<file path="config.mk">
export PLATFORM = sky130hd
export DESIGN_NAME = fagt_ctrl
export DESIGN_NICKNAME = d
export VERILOG_FILES = /design/src/fagt_pkg.sv /design/src/fagt_ctrl.sv
export SDC_FILE = /design/constraint.sdc
export NUM_CORES = 1
export LEC_CHECK = 0
export ABC_CLOCK_PERIOD_IN_PS = 6900
export BUFFER_PORTS_ARGS = -buffer_cell sky130_fd_sc_hd__buf_2
export CAP_MARGIN = 20
export CORE_UTILIZATION = 62
export CTS_CLUSTER_DIAMETER = 40
export DETAILED_ROUTE_END_ITERATION = 12
export GPL_TIMING_DRIVEN = 0
export PLACE_DENSITY = 0.95
export SYNTH_ARGS = -nofsm -noshare
export SYNTH_HDL_FRONTEND = slang
export SYNTH_SLANG_ARGS = --single-unit
export TNS_END_PERCENT = 50
</file>
<file path="constraint.sdc">
create_clock -name clk -period 6.9 [get_ports clk]
set_input_delay 0.69 -clock clk [delete_from_list [all_inputs] [get_ports clk]]
set_output_delay 0.69 -clock clk [all_outputs]
set_load 0.02 [all_outputs]
</file>
<file path="src/fagt_pkg.sv">
// ----------------------------------------------------------------------------
// fagt_pkg: shared types and constants of the frame alignment core
// Opcodes, controller states, command and status bundles and the fixed
// arithmetic constants of the rotation datapath.
// ----------------------------------------------------------------------------
package fagt_pkg;

  localparam int ROT_BITS = 28;
  localparam int VW       = 35;   // working coordinate width, signed
  localparam int MAGW     = 34;   // magnitude of a working coordinate
  localparam int QW       = 29;   // tq, u, inv, oth and rotation factors
  localparam int AW       = 64;   // arithmetic unit operand width
  localparam int BW       = 35;   // divisor / multiplicand width
  localparam int RMW      = 36;   // partial remainder width
  localparam int ACCW     = 66;   // rotation accumulator width

  localparam logic signed [VW-1:0] MAG_LIM = 35'sd17179869183;

  typedef enum logic [3:0] {
    OP_PREP,
    OP_DIVT,
    OP_SQRT,
    OP_DIVI,
    OP_OTH,
    OP_MULR,
    OP_MA,
    OP_MB,
    OP_MC,
    OP_MD,
    OP_ROTWB,
    OP_SCALE
  } op_t;

  typedef enum logic [1:0] {
    AM_DIV,
    AM_SQRT,
    AM_MUL
  } amode_t;

  typedef enum logic [3:0] {
    S_LOAD  = 4'b0001,
    S_ISSUE = 4'b0010,
    S_WAIT  = 4'b0100,
    S_PUSH  = 4'b1000
  } state_t;

  typedef struct packed {
    logic start;
    op_t  op;
    logic load;
    logic push;
    logic last;
  } cmd_t;

  typedef struct packed {
    logic done;
    logic out_busy;
  } sts_t;

  function automatic logic [MAGW-1:0] mag_of(input logic signed [VW-1:0] v);
    logic signed [VW-1:0] n;
    n = -v;
    return v[VW-1] ? n[MAGW-1:0] : v[MAGW-1:0];
  endfunction

endpackage

</file>
<file path="src/fagt_ctrl.sv">
// ----------------------------------------------------------------------------
// fagt_ctrl: sequencer of the frame alignment core
// Counts loaded items, holds the dims register and steps the datapath
// through the rotations and the final scaling.
// ----------------------------------------------------------------------------
module fagt_ctrl import fagt_pkg::*; #(
  parameter int MAX_DIMS = 8,
  localparam int IDXW = (MAX_DIMS > 1) ? $clog2(MAX_DIMS) : 1,
  localparam int CNTW = $clog2(MAX_DIMS + 1)
) (
  input  logic            clk,
  input  logic            rst_n,
  input  logic            in_valid,
  output logic            in_ready,
  input  logic            cfg_valid,
  output logic            cfg_ready,
  input  logic [3:0]      cfg_data,
  input  sts_t            sts,
  output cmd_t            cmd,
  output logic [IDXW-1:0] idx
);

  state_t          state_r, state_nxt;
  op_t             op_r, op_nxt;
  logic [CNTW-1:0] lc_r, lc_nxt;
  logic [CNTW-1:0] d_r, d_nxt;
  logic [CNTW-1:0] i_r, i_nxt;
  logic [CNTW-1:0] k_r, k_nxt;
  logic [3:0]      dims_r;
  logic [CNTW-1:0] eff;

  always_comb begin
    if (dims_r == 4'd0)                eff = CNTW'(1);
    else if (int'(dims_r) > MAX_DIMS)  eff = CNTW'(MAX_DIMS);
    else                               eff = CNTW'(dims_r);
  end

  always_comb begin
    state_nxt = state_r;
    op_nxt    = op_r;
    lc_nxt    = lc_r;
    d_nxt     = d_r;
    i_nxt     = i_r;
    k_nxt     = k_r;
    in_ready  = 1'b0;
    cmd       = '0;
    cmd.op    = op_r;
    cmd.last  = ((k_r + CNTW'(1)) == d_r);
    unique case (state_r)
      S_LOAD: begin
        in_ready = 1'b1;
        cmd.load = in_valid;
        if (in_valid) begin
          if ((lc_r + CNTW'(1)) >= eff) begin
            lc_nxt    = '0;
            d_nxt     = eff;
            i_nxt     = CNTW'(1);
            k_nxt     = '0;
            op_nxt    = (eff > CNTW'(1)) ? OP_PREP : OP_SCALE;
            state_nxt = S_ISSUE;
          end else begin
            lc_nxt = lc_r + CNTW'(1);
          end
        end
      end
      S_ISSUE: begin
        cmd.start = 1'b1;
        state_nxt = S_WAIT;
      end
      S_WAIT: begin
        if (sts.done) begin
          state_nxt = S_ISSUE;
          case (op_r)
            OP_PREP:  op_nxt = OP_DIVT;
            OP_DIVT:  op_nxt = OP_SQRT;
            OP_SQRT:  op_nxt = OP_DIVI;
            OP_DIVI:  op_nxt = OP_OTH;
            OP_OTH:   op_nxt = OP_MULR;
            OP_MULR:  op_nxt = OP_MA;
            OP_MA:    op_nxt = OP_MB;
            OP_MB:    op_nxt = OP_MC;
            OP_MC:    op_nxt = OP_MD;
            OP_MD:    op_nxt = OP_ROTWB;
            OP_ROTWB: begin
              if ((i_r + CNTW'(1)) < d_r) begin
                i_nxt  = i_r + CNTW'(1);
                op_nxt = OP_PREP;
              end else begin
                op_nxt = OP_SCALE;
              end
            end
            default:  state_nxt = S_PUSH;
          endcase
        end
      end
      S_PUSH: begin
        if (!sts.out_busy) begin
          cmd.push = 1'b1;
          if ((k_r + CNTW'(1)) < d_r) begin
            k_nxt     = k_r + CNTW'(1);
            op_nxt    = OP_SCALE;
            state_nxt = S_ISSUE;
          end else begin
            state_nxt = S_LOAD;
          end
        end
      end
      default: state_nxt = S_LOAD;
    endcase
  end

  always_comb begin
    if (state_r == S_LOAD)     idx = lc_r[IDXW-1:0];
    else if (op_r == OP_SCALE) idx = k_r[IDXW-1:0];
    else                       idx = i_r[IDXW-1:0];
  end

  always_ff @(posedge clk) begin
    if (!rst_n) begin
      state_r <= S_LOAD;
      op_r    <= OP_PREP;
      lc_r    <= '0;
      d_r     <= CNTW'(1);
      i_r     <= '0;
      k_r     <= '0;
      dims_r  <= 4'd2;
    end else begin
      state_r <= state_nxt;
      op_r    <= op_nxt;
      lc_r    <= lc_nxt;
      d_r     <= d_nxt;
      i_r     <= i_nxt;
      k_r     <= k_nxt;
      if (cfg_valid) dims_r <= cfg_data;
    end
  end

  assign cfg_ready = 1'b1;

endmodule
</file>
## Yosys cells after proc, flatten, opt, wreduce, memory -nomap -nowiden

Cells that the tools add are included.

- Register bits after elaboration: 28
- Input port bits: 10
- Output and inout bits: 13
- Word-level logic and storage cells: 88

- $add $sub $neg: 3
- Order comparisons: 5
- Eq/ne operators: 24
- Multiplexer cells: 37
- Reduce and logical (&&, ||, !) cells: 12

Operators with widths:

| cell | number |
|---|---|
| $mux W4 | 24 |
| $pmux W4 S11 | 1 |
| $eq A4 B3 Y1 const B | 5 |
| $eq A4 B4 Y1 const B | 5 |
| $pmux W4 S2 | 2 |
| $pmux W4 S4 | 1 |
| $ne A2 B2 Y1 const B | 7 |
| $add A4 B1 Y4 const B | 3 |
| $eq A4 B2 Y1 const B | 3 |
| $ne A12 B2 Y1 const B | 1 |
| $pmux W4 S3 | 1 |
| $reduce_or A11 Y1 | 1 |
| $eq A4 B1 Y1 const B | 2 |
| $logic_not A4 Y1 | 2 |
| $lt A4 B4 Y1 | 2 |
| $reduce_and A7 Y1 | 1 |
| $mux W3 | 2 |
| $reduce_and A6 Y1 | 1 |
| $mux W1 | 5 |
| $reduce_and A5 Y1 | 1 |
| $eq A4 B4 Y1 | 1 |
| $ge A4 B4 Y1 | 1 |
| $gt A4 B1 Y1 const B | 1 |
| $gt A4 B4 Y1 const B | 1 |
| 6 further kinds | 7 |

## Longest topological paths before layout

- Depth in word-level cells: 8
- Gate-level depth with buffers: 11
- Gate-level depth less buffers: 10

## Worst setup path after synthesis

No wires, ideal clock.

- Kind: register -> register
- Start point: register i_r[0]
- End point: register i_r[2]
- Library setup time: 0.070 ns
- Data arrival time: 2.204 ns
- Required time: 6.830 ns
- Slack: 4.626 ns
- Cell stages (with the launch flop): 9
- Path buffers: 0
- Clock period less this slack: 2.274 ns
- Cell sequence: dfxtp_1 > ha_1 > xor2_1 > ha_1 > or3_1 > o221ai_1 > nand2_1 > or4_1 > a21boi_1

- Word-level cells in the longest chain between the ends: 5
- Elaborated cells between the ends (all ways): 8
- Classes of those cells: add/sub (1); order compare (1); eq/ne (1); mux (4); reduce/logical (1)

Ends and longest elaborated chain:

| what | line | text |
|---|---|---|
| start: declaration | fagt_ctrl.sv:27 | `logic [CNTW-1:0] i_r, i_nxt;` |
| start signal: assignment | fagt_ctrl.sv:132 | `i_r <= i_nxt;` |
| $add A4 B1 Y4 * | fagt_ctrl.sv:85, fagt_ctrl.sv:86 |  |
| parallel branches: the longest is 4 deep, another holds $lt A4 B4 Y1 | - |  |

Mark *: on every way between the ends. The select of a mux whose other input is x is not followed.
A chain may end at the register's enable or synchronous reset.

## Worst setup path after layout

Same ends and word-level chain as after synthesis.

==> metrics <==
RSZ-0062 raised after global routing false; initial antenna violation count 0; ys async rst share 0; top_reg_cell synth dfxtp_1; slowest CP cell o221ai_1; final number of max-transition violations 0; Slew @ Worst Pin 682 ps; routed via count 1,703; CP startpoint kind flop; Synth Area in Adders 0.0954; leakage power 0.870 nW; Die ar. 3180 µm²; grt total ovfl 0; FP Rows 19; mux cell area share after synthesis 0.0436; Post-Synth Simple-Gate Area 0.283; Inserted Clock Buffers 3; hold crit path type flop to flop; Clock Skews 2.71 ps; Post-synth EDFFs 0; Initial Util 0.660; syn_nets 245; Gate Count Post-Synth 221; Reg2Reg Setup Slack 4220 ps; clock slew at reported path FFs 140 ps; final worst path period share 0.389; WL per Instance 14.5 µm; CP required 7170 ps; Longest Clk Path Bufs 2; Setup TNS 0 ps; Critical Path Fanout Max 7; FF+latch count, synth 28; port buffer count 20; Antenna Cells 0; Netlist cell types 53; Bufs and invs on worst path 0; Stages on worst setup path 8; gr usage total 0.263; Root Buffer clkbuf_4; Post-Synth XOR/XNOR Area 0.0429; Core Box Area 2780 µm²; Syn Area/Cell 8.31 µm²; critical-path cell list ha_1 > xor2_1 > ha_1 > or3_1 > o221ai_1 > nand2_1 > or4_1 > a21boi_1; post-DP HPWL 3140 µm; WS Path Type flop to flop; Die Height 56.4 µm; H-tree depth 1; Final Hold Fails 0; largest net degree at the start of global routing 15; GPL Wtd Cong 0.900; io pins 23; pwr/cell area 282 nW/µm²; Hold-fix buffers, CTS 0; WHS Path Cells 2; status complete, no violations; share of post-route cells with drive strength above 1 0.135; reg2reg path depth 8; CP peak stage delay 540 ps; vias in the first global route 1,476; setup bufs post-CTS 0; Period minus WS final 2680 ps; complex-gate fraction of the synthesized area 0.186; residual DRC count 0; CTS tree done; width of the die 56.4 µm; Mapped Area 1840 µm²; global-route wire length before repair 6620 µm; post-DR vias/cell 6.19; DRT antenna net count 0; Seq/Total Area, Yosys 0.305; crit-path leading delay family simple AND/OR/NAND/NOR gates; starting DRC count in detailed routing 58; yosys warns 0; max_cap viols 0; # setup viols final 0; # fillers 233; drt pass-1 iters 4; Max Fclk 373 MHz; Crit path top cell by count ha_1; clk sinks 28; post-layout net count 270; relative slew slack 0.545; Post-CTS Resized 0; Finished Core Util 0.718; DRT Wirelength 4000 µm; VDD IR max 0.254 mV; clock insertion delay at the later pin of the skew report 320 ps; Worst setup EP type flop; main combinational cell family by area after synthesis simple AND/OR/NAND/NOR gates; crit path DAT 2950 ps; Layout Area Growth over Synthesis 8.79%
[layer usage]
metal	vias to the layer above	wire [µm]	GRT usage
li1	844	-	-
met1	800	1830	0.368
met2	52	1860	0.432
met3	7	232	0.0230
met4	0	67	0.0767
met5	-	0	0
[synth_stat cells (2+ instances only)]
| cell | n | area (µm²) |
|---|---|---|
| dfxtp_1 | 28 | 561 |
| nand2_1 | 25 | 93.8 |
| nor2_1 | 16 | 60.1 |
| ha_1 | 14 | 175 |
| nand3_1 | 12 | 60.1 |
| a21oi_1 | 11 | 55.1 |
| o21ai_0 | 9 | 45.0 |
| inv_1 | 8 | 30.0 |
| mux2i_1 | 8 | 80.1 |
| and2_1 | 7 | 43.8 |
| a21boi_1 | 6 | 45.0 |
| nor2b_1 | 6 | 37.5 |
| o21ai_1 | 6 | 30.0 |
| clkbuf_1 | 5 | 18.8 |
| xor2_1 | 5 | 43.8 |
| xnor2_1 | 4 | 35.0 |
| buf_4 | 3 | 22.5 |
| nor3_1 | 3 | 15.0 |
| o21a_1 | 3 | 22.5 |
| o31ai_1 | 3 | 22.5 |
| or3_1 | 3 | 18.8 |
| and3_1 | 2 | 12.5 |
| nand2b_1 | 2 | 12.5 |
| nand4_1 | 2 | 12.5 |
| nor4b_2 | 2 | 30.0 |
[flip-flops by register name (all words and copies together) (netlist names)]
register	cells
k_r	4
d_r	4
lc_r	4
dims_r	4
state_r	4
i_r	4
op_r	4
[kinds of logic (layout without fill, tap and decap cells)]
group,count (synthesis),count (layout)
flip-flops,28,28
multiplexers,8,8
AND/OR/NAND/NOR,92,92
buffers and inverters,17,40
adder cells (fa/ha/maj),14,14
XOR/XNOR,9,9
AO/OA/AOI/OAI,52,52
other,1,1
[report_power, final]
group	internal (W)	switching (W)	leakage, nW
sequential	0.000184	0.0000326	0.228
clock	0.0000205	0.0000468	0.0138
combinational	0.000113	0.000168	0.628
total	0.000317	0.000247	0.870
[metrics by stage]
step                      instance area, µm²  setup slack (ps)  power [W]  cells  hold slack [ps]
final                                   2000              4220   0.000564    275              470
after floorplan                         1840              4630   0.000424    221              435
after global placement                  1970              4380   0.000486    272              443
after detailed placement                1970              4310   0.000496    272              457
after CTS                               2000              4250   0.000562    275              476
after global routing                    2000              4080   0.000601    275              504
[worst min-delay path: stages, from the launching register on]
cell and delay [ps]:
dfxtp_1 340, nand2_1 50, a21boi_1 50
[cell usage in the layout, fill, tap and decap left out, types with 2 or more instances in the layout]
cell type,Yosys,layout
nor4b_2,2,2
nor2_1,16,16
o21ai_0,9,9
xnor2_1,4,4
nor3_1,3,3
o21a_1,3,3
xor2_1,5,5
o21ai_1,6,6
nand3_1,12,12
nor2b_1,6,6
nand2_1,25,25
inv_1,8,8
a21boi_1,6,6
buf_2,1,21
nand4_1,2,2
nand2b_1,2,2
or3_1,3,3
o31ai_1,3,3
ha_1,14,14
buf_4,3,3
clkbuf_1,5,5
and3_1,2,2
a21oi_1,11,11
and2_1,7,7
dfxtp_1,28,28
mux2i_1,8,8
clkbuf_4,0,3
[area by class of cell]
type,instances,area (µm²),area share
flip-flops and latches,28,561,0.281
inverters,8,30.0,0.0150
repair buffers,20,100,0.0501
multi-input cells,176,1200,0.600
well taps,31,38.8,0.0194
plain buffers,9,46.3,0.0232
clock buffers,3,22.5,0.0113
[worst paths after layout]
check	from	to
hold / removal	d_r[3]$_SDFFE_PN0P_	d_r[3]$_SDFFE_PN0P_
setup / recovery	i_r[0]$_SDFFE_PN0P_	i_r[2]$_SDFFE_PN0P_
setup reg to reg	i_r[0]$_SDFFE_PN0P_	i_r[2]$_SDFFE_PN0P_
hold reg to reg	d_r[3]$_SDFFE_PN0P_	d_r[3]$_SDFFE_PN0P_
Note: power is estimated with default switching activity, not from simulation.
